`config.mk`:
```
export PLATFORM = sky130hd
export DESIGN_NAME = iso2022jp_to_eucjp_converter
export DESIGN_NICKNAME = d
export VERILOG_FILES = /design/src/rtl/core/i2e_pkg.sv /design/src/rtl/core/i2e_front.sv /design/src/rtl/core/i2e_queue.sv /design/src/rtl/core/i2e_back.sv /design/src/rtl/core/iso2022jp_to_eucjp_converter.sv
export VERILOG_INCLUDE_DIRS = /design/src /design/src/rtl/core
export SDC_FILE = /design/constraint.sdc
export NUM_CORES = 1
export LEC_CHECK = 0
export ABC_AREA = 1
export BUFFER_PORTS_ARGS = -buffer_cell sky130_fd_sc_hd__buf_4
export CORE_MARGIN = 2
export CORE_UTILIZATION = 60
export CTS_BUF_LIST = sky130_fd_sc_hd__clkbuf_8
export DETAILED_ROUTE_END_ITERATION = 10
export MAX_ROUTING_LAYER = met4
export PLACE_DENSITY = 0.77
export SETUP_SLACK_MARGIN = 0.1
export SLEW_MARGIN = 30
export SYNTH_ARGS = -nofsm -noshare
export SYNTH_HDL_FRONTEND = slang
export SYNTH_SLANG_ARGS = --single-unit
```
`constraint.sdc`:
```
create_clock -name clk -period 10.41 [get_ports clk]
set_input_delay 1.5615 -clock clk [delete_from_list [all_inputs] [get_ports clk]]
set_output_delay 1.5615 -clock clk [all_outputs]
set_load 0.1 [all_outputs]
```
`src/rtl/core/iso2022jp_to_eucjp_converter_assert.svh`:
```
// Assertion macros for the ISO-2022-JP to EUC-JP converter.
`ifndef ISO2022JP_TO_EUCJP_CONVERTER_ASSERT_SVH
`define ISO2022JP_TO_EUCJP_CONVERTER_ASSERT_SVH
`ifndef NO_ASSERTIONS
// same-cycle implication, checked out of reset
`define I2E_ASSERT_IMP(lbl, ante, cons) \
    lbl: assert property (@(posedge clk) disable iff (!rst_n) (ante) |-> (cons)) \
        else $error("converter assertion failed");
// next-cycle implication, checked out of reset
`define I2E_ASSERT_NXT(lbl, ante, cons) \
    lbl: assert property (@(posedge clk) disable iff (!rst_n) (ante) |=> (cons)) \
        else $error("converter assertion failed");
`else
`define I2E_ASSERT_IMP(lbl, ante, cons)
`define I2E_ASSERT_NXT(lbl, ante, cons)
`endif
`endif

```
`src/rtl/core/i2e_pkg.sv`:
```
// Shared types and constants for the ISO-2022-JP to EUC-JP converter.
package i2e_pkg;

    localparam int QDepth = 4;
    localparam int QPtrW  = $clog2(QDepth);
    localparam int QCntW  = $clog2(QDepth + 1);

    localparam logic [7:0] CH_NUL    = 8'h00;
    localparam logic [7:0] CH_ESC    = 8'h1b;
    localparam logic [7:0] CH_SO     = 8'h0e;
    localparam logic [7:0] CH_SI     = 8'h0f;
    localparam logic [7:0] CH_DOLLAR = 8'h24;
    localparam logic [7:0] CH_LPAREN = 8'h28;
    localparam logic [7:0] CH_AT     = 8'h40;
    localparam logic [7:0] CH_B      = 8'h42;
    localparam logic [7:0] CH_D      = 8'h44;
    localparam logic [7:0] CH_I      = 8'h49;
    localparam logic [7:0] CH_J      = 8'h4a;
    localparam logic [7:0] HIGH_BIT  = 8'h80;
    localparam logic [7:0] SS2       = 8'h8e;
    localparam logic [7:0] SS3       = 8'h8f;

    typedef enum logic [1:0] {
        MODE_ASCII = 2'd0,
        MODE_KANJI = 2'd1,
        MODE_AUX   = 2'd2,
        MODE_KANA  = 2'd3
    } mode_t;

    typedef enum logic [2:0] {
        ESC_IDLE   = 3'd0,
        ESC_SEEN   = 3'd1,
        ESC_DOLLAR = 3'd2,
        ESC_DPAREN = 3'd3,
        ESC_PAREN  = 3'd4
    } esc_t;

    // up to three output words produced by one input word
    typedef struct packed {
        logic [2:0][7:0] data;
        logic [1:0]      count;
        logic            last;
    } cmd_t;

    typedef struct packed {
        logic full;
        logic empty;
    } q_stat_t;

endpackage

```
`src/rtl/core/i2e_front.sv`:
```
// Front end: takes input words, tracks mode/escape state, builds output commands.
module i2e_front (
    input  logic          clk,
    input  logic          rst_n,
    input  logic          in_valid,
    output logic          in_stall,
    input  logic [7:0]    in_byte,
    input  i2e_pkg::q_stat_t q_stat,
    output logic          push,
    output i2e_pkg::cmd_t cmd
);
    import i2e_pkg::*;

    mode_t      mode_reg, mode_next;
    esc_t       esc_reg, esc_next;
    logic       due_reg, due_next;
    logic       accept;
    logic       matched;
    logic [1:0] n;

    assign in_stall = q_stat.full;
    assign accept   = in_valid && !q_stat.full;
    assign push     = accept && (cmd.count != 2'd0);

    always_comb
    begin
        mode_next = mode_reg;
        esc_next  = esc_reg;
        due_next  = due_reg;
        cmd       = '0;
        n         = 2'd0;
        matched   = 1'b0;

        if (esc_reg != ESC_IDLE)
        begin
            matched = 1'b1;
            priority if (esc_reg == ESC_SEEN && in_byte == CH_DOLLAR)
                esc_next = ESC_DOLLAR;
            else if (esc_reg == ESC_SEEN && in_byte == CH_LPAREN)
                esc_next = ESC_PAREN;
            else if (esc_reg == ESC_DOLLAR && (in_byte == CH_AT || in_byte == CH_B))
            begin
                mode_next = MODE_KANJI;
                esc_next  = ESC_IDLE;
            end
            else if (esc_reg == ESC_DOLLAR && in_byte == CH_LPAREN)
                esc_next = ESC_DPAREN;
            else if (esc_reg == ESC_DPAREN && in_byte == CH_D)
            begin
                mode_next = MODE_AUX;
                esc_next  = ESC_IDLE;
            end
            else if (esc_reg == ESC_PAREN && (in_byte == CH_B || in_byte == CH_J))
            begin
                mode_next = MODE_ASCII;
                esc_next  = ESC_IDLE;
            end
            else if (esc_reg == ESC_PAREN && in_byte == CH_I)
            begin
                mode_next = MODE_KANA;
                esc_next  = ESC_IDLE;
            end
            else
            begin
                // broken escape: flush held bytes, then treat word as ASCII
                matched   = 1'b0;
                mode_next = MODE_ASCII;
                esc_next  = ESC_IDLE;
                if (esc_reg == ESC_DOLLAR || esc_reg == ESC_DPAREN)
                begin
                    cmd.data[n] = CH_DOLLAR;
                    n = n + 2'd1;
                end
                if (esc_reg == ESC_DPAREN || esc_reg == ESC_PAREN)
                begin
                    cmd.data[n] = CH_LPAREN;
                    n = n + 2'd1;
                end
            end
        end

        if (!matched)
        begin
            priority if (in_byte == CH_NUL)
            begin
                cmd.data[n] = CH_NUL;
                cmd.last    = 1'b1;
                n = n + 2'd1;
                mode_next = MODE_ASCII;
                due_next  = 1'b0;
            end
            else if (due_reg)
            begin
                cmd.data[n] = in_byte | HIGH_BIT;
                n = n + 2'd1;
                due_next = 1'b0;
            end
            else if (in_byte == CH_ESC)
                esc_next = ESC_SEEN;
            else if (in_byte == CH_SO)
                mode_next = MODE_KANA;
            else if (in_byte == CH_SI)
                mode_next = MODE_ASCII;
            else
            begin
                unique case (mode_next)
                    MODE_ASCII:
                    begin
                        cmd.data[n] = in_byte;
                        n = n + 2'd1;
                    end
                    MODE_KANJI:
                    begin
                        cmd.data[n] = in_byte | HIGH_BIT;
                        n = n + 2'd1;
                        due_next = 1'b1;
                    end
                    MODE_AUX:
                    begin
                        cmd.data[n] = SS3;
                        n = n + 2'd1;
                        cmd.data[n] = in_byte | HIGH_BIT;
                        n = n + 2'd1;
                        due_next = 1'b1;
                    end
                    MODE_KANA:
                    begin
                        cmd.data[n] = SS2;
                        n = n + 2'd1;
                        cmd.data[n] = in_byte | HIGH_BIT;
                        n = n + 2'd1;
                    end
                    default:
                    begin
                        cmd.data[n] = in_byte;
                        n = n + 2'd1;
                    end
                endcase
            end
        end
        cmd.count = n;
    end

    always_ff @(posedge clk or negedge rst_n)
    begin
        if (!rst_n)
        begin
            mode_reg <= MODE_ASCII;
            esc_reg  <= ESC_IDLE;
            due_reg  <= 1'b0;
        end
        else if (accept)
        begin
            mode_reg <= mode_next;
            esc_reg  <= esc_next;
            due_reg  <= due_next;
        end
    end

endmodule

```
`src/rtl/core/i2e_queue.sv`:
```
// Small command FIFO between front and back ends.
module i2e_queue (
    input  logic             clk,
    input  logic             rst_n,
    input  logic             push,
    input  i2e_pkg::cmd_t    cmd_in,
    input  logic             pop,
    output i2e_pkg::cmd_t    head,
    output i2e_pkg::q_stat_t q_stat
);
    import i2e_pkg::*;

    cmd_t             entry_reg [QDepth];
    logic [QPtrW-1:0] wr_ptr_reg, rd_ptr_reg;
    logic [QCntW-1:0] cnt_reg, cnt_next;

    assign head         = entry_reg[rd_ptr_reg];
    assign q_stat.full  = (cnt_reg == QCntW'(QDepth));
    assign q_stat.empty = (cnt_reg == '0);

    always_comb
    begin
        cnt_next = cnt_reg;
        if (push && !pop)
            cnt_next = cnt_reg + 1'b1;
        else if (pop && !push)
            cnt_next = cnt_reg - 1'b1;
    end

    always_ff @(posedge clk)
    begin
        if (push)
            entry_reg[wr_ptr_reg] <= cmd_in;
    end

    always_ff @(posedge clk or negedge rst_n)
    begin
        if (!rst_n)
        begin
            wr_ptr_reg <= '0;
            rd_ptr_reg <= '0;
            cnt_reg    <= '0;
        end
        else
        begin
            if (push)
                wr_ptr_reg <= wr_ptr_reg + 1'b1;
            if (pop)
                rd_ptr_reg <= rd_ptr_reg + 1'b1;
            cnt_reg <= cnt_next;
        end
    end

endmodule

```
`src/rtl/core/i2e_back.sv`:
```
// Back end: walks each queued command one output word per cycle while out_stall is low.
module i2e_back (
    input  logic             clk,
    input  logic             rst_n,
    input  i2e_pkg::cmd_t    head,
    input  i2e_pkg::q_stat_t q_stat,
    output logic             pop,
    output logic             out_valid,
    input  logic             out_stall,
    output logic [7:0]       out_byte,
    output logic             last
);
    import i2e_pkg::*;

    logic [1:0] idx_reg;
    logic       out_valid_reg;
    logic [7:0] out_byte_reg;
    logic       last_reg;
    logic       load;
    logic       take;
    logic       final_word;

    assign load       = !out_valid_reg || !out_stall;
    assign take       = load && !q_stat.empty;
    assign final_word = (idx_reg == 2'(head.count - 2'd1));
    assign pop        = take && final_word;

    assign out_valid = out_valid_reg;
    assign out_byte  = out_byte_reg;
    assign last      = last_reg;

    // payload
    always_ff @(posedge clk)
    begin
        if (take)
        begin
            out_byte_reg <= head.data[idx_reg];
            last_reg     <= head.last && final_word;
        end
    end

    always_ff @(posedge clk or negedge rst_n)
    begin
        if (!rst_n)
        begin
            out_valid_reg <= 1'b0;
            idx_reg       <= 2'd0;
        end
        else if (load)
        begin
            out_valid_reg <= !q_stat.empty;
            if (take)
                idx_reg <= final_word ? 2'd0 : idx_reg + 2'd1;
        end
    end

endmodule

```
`src/rtl/core/iso2022jp_to_eucjp_converter.sv`:
```
// Top level of the ISO-2022-JP to EUC-JP stream converter.
// Converts a 7-bit JIS byte stream to EUC-JP, one input word per handshake.
// Each accepted word yields zero to three output words: ASCII passes through,
// kanji gets bit 7 set, half-width kana is prefixed with 0x8e and auxiliary
// kanji with 0x8f; a NUL word ends the string, flushes any half-parsed escape
// bytes and comes out as NUL with last high. Rate: one input word per cycle
// as long as each word makes at most one output word and out_stall stays
// low; a word that expands to two or three output words holds the single
// output register for each of them in turn, and the input stalls only once
// the four-entry command queue between the front end and the output
// sequencer has filled. An accepted word passes through the command queue
// and the output register. Escape handling and mode tracking live in the
// front end, which decides a whole word combinationally; the back end
// emits one word per cycle while out_stall is low.
module iso2022jp_to_eucjp_converter (
    input  logic       clk,
    input  logic       rst_n,
    input  logic       in_valid,
    output logic       in_stall,
    input  logic [7:0] in_byte,
    output logic       out_valid,
    input  logic       out_stall,
    output logic [7:0] out_byte,
    output logic       last
);
    import i2e_pkg::*;

    `include "iso2022jp_to_eucjp_converter_assert.svh"

    cmd_t    push_cmd;
    cmd_t    head_cmd;
    q_stat_t q_stat;
    logic    push;
    logic    pop;

    // front end: classification and state
    i2e_front u_front (
        .clk      (clk),
        .rst_n    (rst_n),
        .in_valid (in_valid),
        .in_stall (in_stall),
        .in_byte  (in_byte),
        .q_stat   (q_stat),
        .push     (push),
        .cmd      (push_cmd)
    );

    // decoupling queue
    i2e_queue u_queue (
        .clk    (clk),
        .rst_n  (rst_n),
        .push   (push),
        .cmd_in (push_cmd),
        .pop    (pop),
        .head   (head_cmd),
        .q_stat (q_stat)
    );

    // back end: output sequencer with its own output register
    i2e_back u_back (
        .clk       (clk),
        .rst_n     (rst_n),
        .head      (head_cmd),
        .q_stat    (q_stat),
        .pop       (pop),
        .out_valid (out_valid),
        .out_stall (out_stall),
        .out_byte  (out_byte),
        .last      (last)
    );

    `I2E_ASSERT_IMP(a_no_push_full, push, !q_stat.full)
    `I2E_ASSERT_IMP(a_no_pop_empty, pop, !q_stat.empty)
    `I2E_ASSERT_IMP(a_last_is_nul, out_valid && last, out_byte == CH_NUL)
    `I2E_ASSERT_NXT(a_queue_drain, pop && !push && !q_stat.full, !q_stat.full)

endmodule

```
* After elaboration in Yosys (flattened, before gate mapping)
Memories as Yosys holds them, arrays and structs flattened.
Index checks and enable logic that the tools add are counted.
** Cells by class
- Divide/modulo/power cells :: 0
- $lt $le $gt $ge :: 7
- Equality and inequality tests :: 19
- Multiply operators :: 0
- Muxes and demuxes :: 106
- Reductions and logical operators :: 39
- $add $sub $neg :: 9
- Shift operators :: 0
- Bitwise logic cells :: 12
** Operators with widths (number)
- $mux W24 :: 15
- $bwmux W24 :: 4
- $mux W8 :: 12
- $pmux W24 S4 :: 1
- $mux W2 :: 39
- $demux W8 S2 :: 3
- $eq A8 B7 Y1 const B :: 5
- $mux W3 :: 10
- $and A24 B24 Y24 :: 1
- $not A24 Y24 :: 1
- $mux W1 :: 19
- $and A6 B18 Y18 :: 1
- $not A18 Y18 :: 1
- $logic_and A1 B1 Y1 :: 17
- $bmux W8 S2 :: 1
- $eq A8 B4 Y1 const B :: 2
- $eq A8 B6 Y1 const B :: 2
- $or A15 B15 Y15 :: 1
- $add A2 B1 Y2 const B :: 6
- $and A12 B12 Y12 :: 1
- $lt A2 B3 Y1 const B :: 4
- $not A12 Y12 :: 1
- $or A12 B12 Y12 :: 1
- $and A9 B9 Y9 :: 1
- other kinds (25) :: 43
** Word-level totals
- Latch bits :: 0
- Memory bits (writable) :: 108
- Output and inout port bits :: 11
- ROM bits :: 0
- Memories :: 1
- Register bits after elaboration :: 25
** Memories
- u_queue.entry_reg :: words 4, width 27, rd ports 1, clocked after Yosys merged registers in 0, write ports 1, RTL line i2e_queue.sv:13 : cmd_t entry_reg [QDepth];

* Longest topological paths before layout
Gate-level depths: netlist of run 1.
- Depth in word-level cells :: 36
- Gate-level depth with buffers :: 28

* Modules after synthesis
A second synthesis of run 1 with hierarchy kept.
** Second synthesis, totals
- Cell total of the unflattened synthesis :: 820
- Area, all modules :: 7502.2 µm²
** By module, submodules not included
- i2e_queue :: area each 4735.8 µm², cells an instance 362, times used 1, seq. area each 3418.3 µm²
- i2e_front :: area each 2107.0 µm², cells an instance 379, times used 1, seq. area each 150.1 µm²
- i2e_back :: area each 659.4 µm², cells an instance 79, times used 1, seq. area each 345.3 µm²

* Least setup slack after synthesis of run 1
Ideal clock, no wire load.
- Kind :: input -> register
- From :: input port in_byte[3]
- To :: memory u_queue.entry_reg[0][0] (netlist name), enable pin
- Arrival :: 4.952 ns
- Data required time :: 9.999 ns
- Setup slack :: 5.047 ns
- Path buffers :: 2
- Library setup time :: 0.411 ns
- Stages on the path :: 21
- Cell sequence :: buf_2 -> inv_2 -> nand2_1 -> nor2_1 -> nand3_1 -> nand2_1 -> nor2_4 -> nand3_4 -> inv_1 -> ha_1 -> clkbuf_1 -> clkinv_1 -> o2111ai_2 -> nand2_1 -> nand2_1 -> nand2_1 -> nand2_1 -> nand2_2 -> nand2_4 -> nand2_4 -> nor2_1
** On the way
- Longest elaborated chain between the ends :: 23
- Elaborated cells between the ends (all ways) :: 63
- Those cells by class :: add/sub: 2; eq/ne: 13; mux: 33; reduce/logical: 15
** Ends and longest elaborated chain
- start, declared :: RTL line iso2022jp_to_eucjp_converter.sv:20 : input logic [7:0] in_byte,
- $eq A8 B7 Y1 (on tied branches) :: RTL line i2e_front.sv:58, i2e_front.sv:41, i2e_front.sv:53
- $logic_and A1 B1 Y1 / $logic_or A1 B1 Y1 (equally long branches) :: RTL line i2e_front.sv:58, i2e_front.sv:53
- $mux W2 / $logic_and A1 B1 Y1 (equally long branches) :: RTL line i2e_front.sv:58, i2e_front.sv:53
- $mux W2 :: RTL line i2e_front.sv:53 : else if (esc_reg == ESC_PAREN && (in_byte == CH_B || in_byte == CH_J))
- $mux W2 :: RTL line i2e_front.sv:48 : else if (esc_reg == ESC_DPAREN && in_byte == CH_D)
- $mux W2 :: RTL line i2e_front.sv:46 : else if (esc_reg == ESC_DOLLAR && in_byte == CH_LPAREN)
- $mux W2 :: RTL line i2e_front.sv:41 : else if (esc_reg == ESC_DOLLAR && (in_byte == CH_AT || in_byte == CH_B))
- $mux W2 :: RTL line i2e_front.sv:39 : else if (esc_reg == ESC_SEEN && in_byte == CH_LPAREN)
- [... 7 more ...]
- $mux W2 :: RTL line i2e_front.sv:98 : else if (in_byte == CH_ESC)
- $mux W2 :: RTL line i2e_front.sv:92 : else if (due_reg)
- $mux W2 :: RTL line i2e_front.sv:84 : priority if (in_byte == CH_NUL)
- $mux W2 (*) :: RTL line i2e_front.sv:82 : if (!matched)
- $reduce_bool A2 Y1 (*) :: RTL line i2e_front.sv:23 : assign push = accept && (cmd.count != 2'd0);
- $logic_and A1 B1 Y1 (*) :: RTL line i2e_front.sv:23
- $mux W1 (*) :: RTL line i2e_queue.sv:32 : if (push)
- $mux W1 (implied by the code) (*) :: RTL line i2e_queue.sv:33 : entry_reg[wr_ptr_reg] <= cmd_in;
- end, declared :: RTL line i2e_queue.sv:13
Mark *: on every way between the ends. The rest lies on a longest branch, timed or not.

* Final worst setup path of run 1
- From :: input port in_byte[2]
- To :: register u_queue.cnt_reg[2]
** On the way
- Longest elaborated chain between the ends :: 24
- Elaborated cells between the ends (all ways) :: 66
- Those cells by class :: add/sub: 2; eq/ne: 13; mux: 32; reduce/logical: 19
** Ends and longest elaborated chain
- $eq A8 B7 Y1 (on tied branches) :: RTL line i2e_front.sv:58, i2e_front.sv:41, i2e_front.sv:53
- $logic_and A1 B1 Y1 / $logic_or A1 B1 Y1 (equally long branches) :: RTL line i2e_front.sv:58, i2e_front.sv:53
- $mux W2 / $logic_and A1 B1 Y1 (equally long branches) :: RTL line i2e_front.sv:58, i2e_front.sv:53
- $mux W2 :: RTL line i2e_front.sv:53
- $mux W2 :: RTL line i2e_front.sv:48
- $mux W2 :: RTL line i2e_front.sv:46
- $mux W2 :: RTL line i2e_front.sv:41
- $mux W2 :: RTL line i2e_front.sv:39
- [... 9 more ...]
- $mux W2 :: RTL line i2e_front.sv:84
- $mux W2 (*) :: RTL line i2e_front.sv:82
- $reduce_bool A2 Y1 (*) :: RTL line i2e_front.sv:23
- $logic_and A1 B1 Y1 (*) :: RTL line i2e_front.sv:23
- net push :: RTL line iso2022jp_to_eucjp_converter.sv:33 : logic push;
- $logic_not A1 Y1 :: RTL line i2e_queue.sv:26 : else if (pop && !push)
- $logic_and A1 B1 Y1 :: RTL line i2e_queue.sv:26
- $reduce_bool A2 Y1 (no source line)
- end signal, assigned :: RTL line i2e_queue.sv:50 : cnt_reg <= cnt_next;
- end, declared :: RTL line i2e_queue.sv:15 : logic [QCntW-1:0] cnt_reg, cnt_next;
The timed path passes the listed nets; every way through them passes the cells marked *.
A chain may end at the register's enable or synchronous reset.

==> reports/qor.csv, run 1 <==
metric,value,unit
outcome,completed,
Post-CTS Hold Fix Bufs,0,
fin util,0.6679,
worst rel slew slack,0.3876,
Clock Skew,0.01457,ns
power share of the clock group,0.182,
Synth Area in Compound Gates,0.1492,
Flop pwr share,0.387,
routed wl met3,1.510,mm
clk slew on worst S/H paths,0.08,ns
reg2reg start,u_front.esc_reg[2],
#FFs+latches synth,133,
xor and xnor fraction of the mapped netlist area,0.007671,
Synth area leader,edfxtp_1,
Synth Area in Adders,0.03215,
setup violation total in the final timing report,0,
crit path DAT,5.44,ns
CP Data Required Time,10.71,ns
ant diodes,0,
post-cts sizing count,0,
# port buffers,22,
endpoints failing hold,0,
GR Util All Layers,0.2886,
Mapped Nets,732,
synth top area cells,"edfxtp_1 (51%), nand2_1 (6.6%), dfrtp_1 (5.8%)",
critical path endpoint,u_queue.cnt_reg[2],
Largest register FFs,108,
crit path launch type,input port,
Worst Hold Class,reg -> reg,
cell area after synthesis,6850,µm²
postcts setup bufs,0,
Comb power frac,0.431,
Setup CP Type,in -> reg,
Vias,5328,
cell with the most instances after synthesis,nand2_1,
Crit Path Max Fanout,7,
CTS Buffer Depth,2,
total placed instance area,7134,µm²
share of layout cells above drive strength 1,0.1429,
Max Freq,194.7,MHz
global-route wire length before repair,26.72,mm
cells on worst reg2reg path,27,
final worst-path cycle share,0.4935,
switching part of the total,0.4407,
Initial Utilization,0.6077,
Num CTS Buffers,17,
clk sinks,133,
Final Instance Area,7528,µm²
Worst-Margin Slew,0.9152,ns
Pwr per Cell Area,298.9,nW/µm²
Met1 Routed Length,6.666,mm
Fin Setup TNS,0,ns
Synth async-reset ratio,0.1203,
post-route antenna net violation count,0,
largest family of logic cells by synthesized area,simple AND/OR/NAND/NOR gates,
area occupied by registers,3915,µm²
Synth Area in Simple Gates,0.1832,
filler cell count,848,
"Slowest-stage cell, CP",fa_1,
initial antenna violation count,0,
Placed Instances,846,
Yosys top cell area share,0.5129,
area of the multi-input gates,2577,µm²
I/O pin cnt,23,
"Slew Viols, Final",0,
HPWL Detailed,11.41,mm
Die H,110.9,µm
synth cell count leaders,"nand2_1 (121), edfxtp_1 (117), nor2_1 (103), o21ai_0 (75), inv_1 (53)",
flop2flop setup slack,5.65,ns
cell family with most CP delay,simple AND/OR/NAND/NOR gates,
NetSw,991.8,µW
Cells after Synth,703,
post-synthesis cell type count,50,
CTS tree,done,
core area,11270,µm²
max_cap viols,0,
unrepaired setup endpoints after global routing,false,
CP max stage delay,0.43,ns
Post-synth EDFFs,117,
WL final,16.95,mm
vias per inst,6.068,
routed wire length on met2,8.274,mm
reg-to-reg critical path endpoint,u_queue.cnt_reg[2],
clk_lat worst skew,0.43,ns
highest routing layer actually used,met4,
mux contribution to synthesized area,0.001644,
final non-filler cell total,878,
Die X,110.9,µm
Final Critical Period,5.137,ns
Pint,1259,µW
pin count of the biggest net entering global routing,56,
die area,12290,µm²
crit end category,flop,
Area Overhead vs Synth,9.900,%
post-synthesis sequential area ratio,0.5713,
Final Wtd Congestion,1.067,
H-tree levels,4,
total grt overflow,0,
CP Buf/Inv Count,6,
fin nets,751,
crit path from,in_byte[2],
Iter 0 DRT Violations,614,
VDD IR max,0.2281,mV
Residual DRC,0,
CP Depth,26,
ys flop type,edfxtp_1,
row cnt,39,
Synth Warn #,0,
Pre-antenna DRT Iters,6,
Leakage,0.002899,µW
Avg Inst Size Synth,9.744,µm²
vias in the first global route,5236,
CTS root buf,clkbuf_8,
routed len/inst,19.30,µm
layout make-up:
class	count	share of cell area
sequential	133	0.5200
clock inverter	14	0.01861
tap	143	0.02377
clock buffer	18	0.03291
timing repair buffer	29	0.02892
multi-input combinational	474	0.3424
inverter	67	0.03341
placed cells by master, fill, tap and decap left out, types with 3 or more instances in the layout:
cell type,netlist,layout
nor3_1,3,3
o21ai_0,75,75
clkinv_1,3,3
xor2_1,5,5
nand2_1,121,121
o21ai_1,9,9
nor2_2,3,7
nand3_1,30,30
a32oi_1,3,3
buf_4,0,29
o221ai_1,12,12
o211ai_1,7,7
nand2_2,5,5
a32o_1,4,4
nand2_4,4,4
clkbuf_8,0,18
nor2_1,103,99
edfxtp_1,117,117
inv_2,11,11
a21oi_1,22,22
o22ai_1,17,17
inv_6,0,4
clkinvlp_4,0,4
nor2_4,3,3
inv_1,53,53
dfrtp_1,16,15
ha_1,16,16
nand4_1,4,4
logic make-up (layout without fill, tap and decap cells):
| kind of cell | Yosys count | after routing |
|---|---|---|
| simple gates | 283 | 283 |
| compound gates | 167 | 167 |
| flops | 133 | 133 |
| buf+inv | 96 | 128 |
| fa+ha+maj | 17 | 17 |
| xor+xnor | 6 | 6 |
| mux | 1 | 1 |
worst min-delay path by stage:
stage	from	end	slack (ns)	depth (start not counted)
after floorplan	u_front.mode_reg[0]	u_front.mode_reg[0]	0.45	2
after global placement	u_back.out_valid	u_back.out_valid	0.47	2
after detailed placement	u_back.out_valid	u_back.out_valid	0.49	2
after CTS	u_back.out_valid	u_back.out_valid	0.50	2
after global routing	u_back.out_valid	u_back.out_valid	0.54	2
final	u_back.out_valid	u_back.out_valid	0.50	2
metal layers:
layer,vias up,track usage
met5,-,-
met4,0,0.1217
met3,58,0.05194
met2,307,0.4609
met1,2466,0.3678
li1,2497,-
worst reg2reg max path: stages, from the launching register on:
cell       delay, ns
dfrtp_1         0.43
inv_2           0.05
nand3_1         0.08
inv_1           0.08
nor2_1          0.15
inv_1           0.09
ha_1            0.28
inv_1           0.05
nor2_1          0.34
nand3_4         0.16
inv_1           0.17
ha_1            0.43
clkinv_1        0.38
o2111ai_2       0.24
nand2_1         0.12
nand2_1         0.07
nand2_1         0.06
nand2_1         0.07
nand2_2         0.07
nand2_4         0.08
nand2_4         0.08
inv_1           0.08
ha_1            0.14
inv_1           0.07
fa_1            0.43
a21oi_1         0.14
o21ai_0         0.12
xor2_1          0.16
power by group through the flow:
| stage | registers, µW | logic, µW | clock network, µW |
|---|---|---|---|
| finish | 871 | 969 | 410 |
| global route | 883 | 1050 | 439 |
| CTS | 868 | 962 | 414 |
| detailed placement | 879 | 957 | 0 |
| global placement | 873 | 938 | 0 |
| floorplan | 978 | 597 | 0 |
stage by stage:
stage / power (µW) / worst slack (ns) / hold WS (ns)
after floorplan: 1575 / 5.047 / 0.4520
after global routing: 2374 / 4.898 / 0.5433
after detailed placement: 1837 / 4.914 / 0.4856
final: 2251 / 5.273 / 0.4965
after global placement: 1811 / 4.885 / 0.4732
after CTS: 2243 / 5.369 / 0.5026
Note: power is estimated with default switching activity, not from simulation.
==> run 2, diff against run 1 <==
CORE_UTILIZATION = 58   (was 60)
PLACE_DENSITY = 0.78   (was 0.77)
clock period = 4.3 ns   (was 10.41 ns; I/O delays follow)
==> reports/qor.csv, run 2 (synthesis gave the netlist of run 1 again) <==
metric,value,unit,change
final non-filler cell total,889,,was 878
CTS Buffer Depth,2,,unchanged
total placed instance area,7258,µm²,was 7134 µm²
CP Data Required Time,4.62,ns,was 10.71 ns
clk sinks,133,,unchanged
Flop pwr share,0.368,,was 0.387
GR Util All Layers,0.2883,,was 0.2886
clk_lat worst skew,0.44,ns,was 0.43 ns
outcome,completed,,unchanged
Residual DRC,0,,unchanged
Final Instance Area,7702,µm²,was 7528 µm²
Final Critical Period,3.845,ns,
Die H,112.7,µm,was 110.9 µm
vias in the first global route,5279,,was 5236
crit end category,flop,,unchanged
vias per inst,6.069,,was 6.068
Die X,112.7,µm,was 110.9 µm
power share of the clock group,0.177,,was 0.182
max_cap viols,0,,unchanged
core area,11470,µm²,was 11270 µm²
ant diodes,0,,unchanged
reg2reg start,u_front.esc_reg[0],,was u_front.esc_reg[2]
CTS root buf,clkbuf_8,,unchanged
"Slew Viols, Final",0,,unchanged
Comb power frac,0.455,,was 0.431
fin nets,763,,was 751
total grt overflow,0,,unchanged
most frequent CP cell,inv_1,,
unrepaired setup endpoints after global routing,false,,unchanged
setup violation total in the final timing report,0,,unchanged
HPWL Detailed,11.71,mm,was 11.41 mm
Setup CP Type,reg -> reg,,was in -> reg
routed len/inst,19.41,µm,was 19.30 µm
H-tree levels,4,,unchanged
Vias,5395,,was 5328
NetSw,2402,µW,was 991.8 µW
"Slowest-stage cell, CP",fa_1,,unchanged
reg-to-reg critical path endpoint,u_queue.cnt_reg[1],,was u_queue.cnt_reg[2]
post-route antenna net violation count,0,,unchanged
switching part of the total,0.4341,,was 0.4407
final worst-path cycle share,0.8943,,
Worst Hold Class,in -> async,,was reg -> reg
cells on worst reg2reg path,24,,was 27
row cnt,39,,unchanged
die area,12700,µm²,was 12290 µm²
"commonest non-fill, non-tap cells in the layout","nand2_1 (120), edfxtp_1 (117), nor2_1 (94)",,"was nand2_1 (121), edfxtp_1 (117), nor2_1 (99)"
Crit Path Max Fanout,7,,unchanged
CTS tree,done,,unchanged
Initial Utilization,0.5974,,was 0.6077
Final Wtd Congestion,1.037,,was 1.067
Pre-antenna DRT Iters,6,,unchanged
# port buffers,22,,unchanged
crit path launch type,flop,,was input port
I/O pin cnt,23,,unchanged
Pwr per Cell Area,718.4,nW/µm²,was 298.9 nW/µm²
Area Overhead vs Synth,12.44,%,was 9.900%
fin util,0.6717,,was 0.6679
WL final,17.25,mm,was 16.95 mm
"commonest non-fill, non-tap cell in the layout",nand2_1,,unchanged
Design Power,5533,µW,was 2251 µW
Num CTS Buffers,17,,unchanged
initial antenna violation count,0,,unchanged
flop2flop setup slack,0.45,ns,was 5.65 ns
endpoints failing hold,0,,unchanged
critical path cell sequence,inv_1 -> nand2_2 -> nor2_2 -> nor2_4 -> inv_1 -> ha_1 -> inv_1 -> nor2_1 -> nand3_4 -> ha_1 -> inv_2 -> o2111ai_4 -> nand2_1 -> nand2_1 -> nand2_1 -> nand2_1 -> nand2_2 -> nand2_4 -> nand2_4 -> inv_1 -> ha_1 -> inv_1 -> fa_1 -> mux2_2,,
global-route wire length before repair,26.98,mm,was 26.72 mm
clk slew on worst S/H paths,0.08,ns,about the same
pin count of the biggest net entering global routing,55,,was 56
Largest register FFs,108,,unchanged
VDD IR max,0.6034,mV,was 0.2281 mV
Clock Skew,0.009999,ns,was 0.01457 ns
share of layout cells above drive strength 1,0.1635,,was 0.1429
Worst-Margin Slew,0.8703,ns,was 0.9152 ns
Max Freq,260.1,MHz,
worst rel slew slack,0.4048,,was 0.3876
CP max stage delay,0.40,ns,was 0.43 ns
Pint,3131,µW,was 1259 µW
Post-CTS Hold Fix Bufs,0,,unchanged
Placed Instances,856,,was 846
crit path DAT,4.17,ns,was 5.44 ns
Iter 0 DRT Violations,702,,was 614
Leakage,0.002981,µW,was 0.002899 µW
-- run 2: changes by cell type in the layout (fill, tap and decap cells not counted), sizes merged --
| cell | change |
|---|---|
| clkinv | +2 |
| bufinv | +1 |
| buf | +12 |
| clkbuf | -1 |
| clkinvlp | -1 |
| inv | -2 |
-- run 2: worst max-delay path by stage --
stage	from	to
floorplan	in_byte[3]	u_queue.entry_reg[2][0]
global placement	in_byte[7]	u_queue.cnt_reg[2]
detailed placement	in_byte[7]	u_queue.cnt_reg[2]
CTS	u_front.esc_reg[2]	u_queue.cnt_reg[2]
global route	u_front.esc_reg[2]	u_queue.cnt_reg[2]
finish	u_front.esc_reg[0]	u_queue.cnt_reg[1]
-- run 2: critical path, delay by kind of cell, from the launching register on --
kind,cells,cell delay (ns)
AO/OA/AOI/OAI,1,0.17
buffers and inverters,6,0.50
multiplexers,1,0.26
adder cells (fa/ha/maj),4,0.98
flip-flops,1,0.39
AND/OR/NAND/NOR,12,1.43
-- run 2: what timing repair did --
item | in CTS | in global routing
setup endpoints to repair | 1 | 2
buffers inserted | 0 | 2
gates resized for setup | 1 | 15
cloned | 0 | 0
pin swaps | 0 | 2
-- run 2: per-stage QoR --
stage,hold slack [ns],setup slack [ns],setup TNS [ns]
6_report,0.05135,0.4546,0
5_1_grt,0.04409,0.1034,0
4_1_cts,0.03859,0.1711,0
3_5_place_dp,0.4839,0.01794,0
3_3_place_gp,0.4751,0.1164,0
2_1_floorplan,0.3494,-0.1463,-15.80
-- run 2: metal layers --
metal / global-route usage / wire length (µm)
met5: - / 0
met1: 0.3728 / 7033
met4: 0.09675 / 367
met2: 0.4535 / 8395
met3: 0.06641 / 1457
-- run 2: area by class of cell --
class	instances	area [µm²]
flip-flops and latches	133	3915
fillers	896	3765
multi-input cells	474	2623
repair buffers	41	357.8
inverters	67	254.0
clock buffers	17	234.0
well taps	143	178.9
clock inverters	14	140.1
-- run 2: power groups by stage --
stage | Clock (µW) | Combinational (µW) | Sequential (µW)
after CTS | 990 | 2480 | 2030
after floorplan | 0 | 1450 | 2370
after detailed placement | 0 | 2470 | 2060
final | 979 | 2520 | 2040
after global placement | 0 | 2390 | 2040
after global routing | 1050 | 2730 | 2060
==> run 3, diff against run 2 <==
ABC_AREA = not set   (was 1)
TNS_END_PERCENT = 100   (was not set)
==> reports/qor.csv, run 3 <==
metric,value,unit,change
outcome,completed,,unchanged
Yosys top cell area share,0.5221,,was 0.5129
"commonest non-fill, non-tap cell in the layout",edfxtp_1,,was nand2_1
HPWL Detailed,10.36,mm,was 11.71 mm
H-tree levels,4,,unchanged
unrepaired setup endpoints after global routing,false,,unchanged
worst rel slew slack,0.5312,,was 0.4048
Largest register FFs,108,,unchanged
row cnt,39,,unchanged
Max Freq,258.9,MHz,was 260.1 MHz
Initial Utilization,0.5918,,was 0.5974
Final WS setup,0.4369,ns,was 0.4546 ns
post-synthesis sequential area ratio,0.5816,,was 0.5713
"commonest non-fill, non-tap cells in the layout","edfxtp_1 (117), nand2_1 (45), buf_4 (44)",,"was nand2_1 (120), edfxtp_1 (117), nor2_1 (94)"
vias per inst,6.289,,was 6.069
die area,12480,µm²,was 12700 µm²
pre-CTS setup slack,0.08565,ns,was 0.01794 ns
crit path launch type,flop,,unchanged
fin nets,575,,was 763
Area Overhead vs Synth,12.66,%,was 12.44%
Mapped Nets,537,,was 732
ys flop type,edfxtp_1,,unchanged
Final Wtd Congestion,0.9042,,was 1.037
WL final,15.10,mm,was 17.25 mm
final worst-path cycle share,0.8984,,was 0.8943
"Slew Viols, Final",0,,unchanged
flop2flop setup slack,0.44,ns,was 0.45 ns
Worst-Margin Slew,0.6959,ns,was 0.8703 ns
vias in the first global route,4564,,was 5279
CTS root buf,clkbuf_8,,unchanged
synth cell count leaders,"edfxtp_1 (117), nand2_1 (45), nor2_1 (33), mux4_2 (27), o21ai_0 (27)",,"was nand2_1 (121), edfxtp_1 (117), nor2_1 (103), o21ai_0 (75), inv_1 (53)"
CTS tree,done,,unchanged
Crit Path Max Fanout,10,,was 7
crit path DAT,4.22,ns,was 4.17 ns
core area,11370,µm²,was 11470 µm²
Worst Hold Class,in -> async,,unchanged
routed len/inst,21.50,µm,was 19.41 µm
Leakage,0.002720,µW,was 0.002981 µW
Pre-antenna DRT Iters,6,,unchanged
GR Util All Layers,0.2682,,was 0.2883
CTS Buffer Depth,2,,unchanged
initial antenna violation count,0,,unchanged
crit end category,flop,,unchanged
cells on worst reg2reg path,17,,was 24
clk_lat worst skew,0.43,ns,was 0.44 ns
CP Data Required Time,4.66,ns,was 4.62 ns
total grt overflow,0,,unchanged
Die H,111.7,µm,was 112.7 µm
setup violation total in the final timing report,0,,unchanged
post-synthesis cell type count,76,,was 50
Vias,4415,,was 5395
endpoints failing hold,0,,unchanged
Pwr per Cell Area,673.7,nW/µm²,was 718.4 nW/µm²
max_cap viols,0,,unchanged
cell with the most instances after synthesis,edfxtp_1,,was nand2_1
crit path from,u_front.esc_reg[1],,was u_front.esc_reg[0]
Iter 0 DRT Violations,455,,was 702
Cells after Synth,508,,was 703
Post-synth EDFFs,117,,unchanged
final non-filler cell total,702,,was 889
#FFs+latches synth,133,,unchanged
Fin Setup TNS,0,ns,unchanged
Setup CP Type,reg -> reg,,unchanged
Residual DRC,0,,unchanged
Die X,111.7,µm,was 112.7 µm
I/O pin cnt,23,,unchanged
critical path endpoint,u_queue.cnt_reg[2],,was u_queue.cnt_reg[1]
VDD IR max,0.5752,mV,was 0.6034 mV
Placed Instances,670,,was 856
clk slew on worst S/H paths,0.07,ns,was 0.08 ns
postcts setup bufs,0,,unchanged
Synth area leader,edfxtp_1,,unchanged
ant diodes,0,,unchanged
filler cell count,823,,was 896
Design Power,5107,µW,was 5533 µW
reg-to-reg critical path endpoint,u_queue.cnt_reg[2],,was u_queue.cnt_reg[1]
synth top area cells,"edfxtp_1 (52%), mux4_2 (9.0%), dfrtp_1 (6.0%)",,"was edfxtp_1 (51%), nand2_1 (6.6%), dfrtp_1 (5.8%)"
pin count of the biggest net entering global routing,28,,was 55
global-route wire length before repair,24.70,mm,was 26.98 mm
Synth Warn #,0,,unchanged
share of layout cells above drive strength 1,0.2558,,was 0.1635
Clock Skew,0.008436,ns,was 0.009999 ns
Synth async-reset ratio,0.1203,,unchanged
Final Critical Period,3.863,ns,was 3.845 ns
reg2reg start,u_front.esc_reg[1],,was u_front.esc_reg[0]
# port buffers,22,,unchanged
Num CTS Buffers,17,,unchanged
cell area after synthesis,6729,µm²,was 6850 µm²
post-route antenna net violation count,0,,unchanged
clk sinks,133,,unchanged
Avg Inst Size Synth,13.25,µm²,was 9.744 µm²
-- run 3: area by class of cell --
| type | instances | area [µm²] | area share |
|---|---|---|---|
| sequential | 133 | 3916 | 0.5166 |
| tap | 143 | 178.9 | 0.02360 |
| timing repair buffer | 48 | 410.4 | 0.05413 |
| clock inverter | 15 | 116.4 | 0.01535 |
| clock buffer | 17 | 234.0 | 0.03086 |
| inverter | 24 | 90.09 | 0.01188 |
| multi-input combinational | 322 | 2635 | 0.3476 |
-- run 3: worst min-delay path by stage --
stage	start	to	slack [ns]	cells past startpoint
2_1_floorplan	rst_n	u_back.idx_reg[0]	0.35	0
3_3_place_gp	u_back.out_valid	u_back.out_valid	0.47	2
3_5_place_dp	u_queue.cnt_reg[2]	u_queue.cnt_reg[2]	0.48	1
4_1_cts	rst_n	u_queue.cnt_reg[1]	0.04	1
5_1_grt	rst_n	u_back.out_valid	0.06	1
6_report	rst_n	u_queue.rd_ptr_reg[1]	0.06	1
-- run 3: metrics by stage --
step | utilization | area, µm² | hold slack [ns]
floorplan | - | 6777 | 0.3494
global placement | 0.6353 | 7223 | 0.4715
detailed placement | 0.6353 | 7223 | 0.4805
CTS | 0.6661 | 7574 | 0.03941
global route | 0.6668 | 7581 | 0.05954
finish | 0.6668 | 7581 | 0.05864
-- run 3: kinds of logic after synthesis --
| logic type | Yosys count | synth area share |
|---|---|---|
| AOI/OAI and AO/OA | 110 | 0.1168 |
| xor gates and xnor gates | 9 | 0.01172 |
| adders and majority gates | 17 | 0.03273 |
| buffers and inverters | 53 | 0.03366 |
| DFF | 133 | 0.5816 |
| muxes | 40 | 0.1106 |
| and+or+nand+nor | 146 | 0.1129 |
-- run 3: per-layer routing --
layer  GRT usage  share of wire
met5           -              0
met3     0.05335          0.067
met1      0.3471           0.41
met2      0.4343           0.51
met4     0.08313          0.017
-- run 3: critical path, cell delays in order, from the launching register on --
cell      delay (ns)
dfrtp_1         0.48
nand2b_1        0.24
o22a_1          0.29
o21ai_2         0.20
a21o_1          0.19
inv_1           0.07
ha_2            0.18
or2_4           0.29
o21ai_4         0.18
mux2i_2         0.28
o41ai_4         0.14
a31oi_4         0.23
ha_4            0.17
inv_2           0.04
fa_2            0.37
xor2_1          0.16
nor2_1          0.12
xor2_1          0.15
-- run 3: timing repair --
action,4_1_cts,5_1_grt
hold buffers,0,0
gates resized for setup,0,3
endpoints found under the setup margin,0,1
-- run 3: where the power goes --
part / total [µW] / internal (µW) / leakage, µW / switching, µW
clock network: 922 / 446 / 0.000170 / 475
registers: 1980 / 1860 / 0.00129 / 125
logic: 2200 / 840 / 0.00126 / 1360
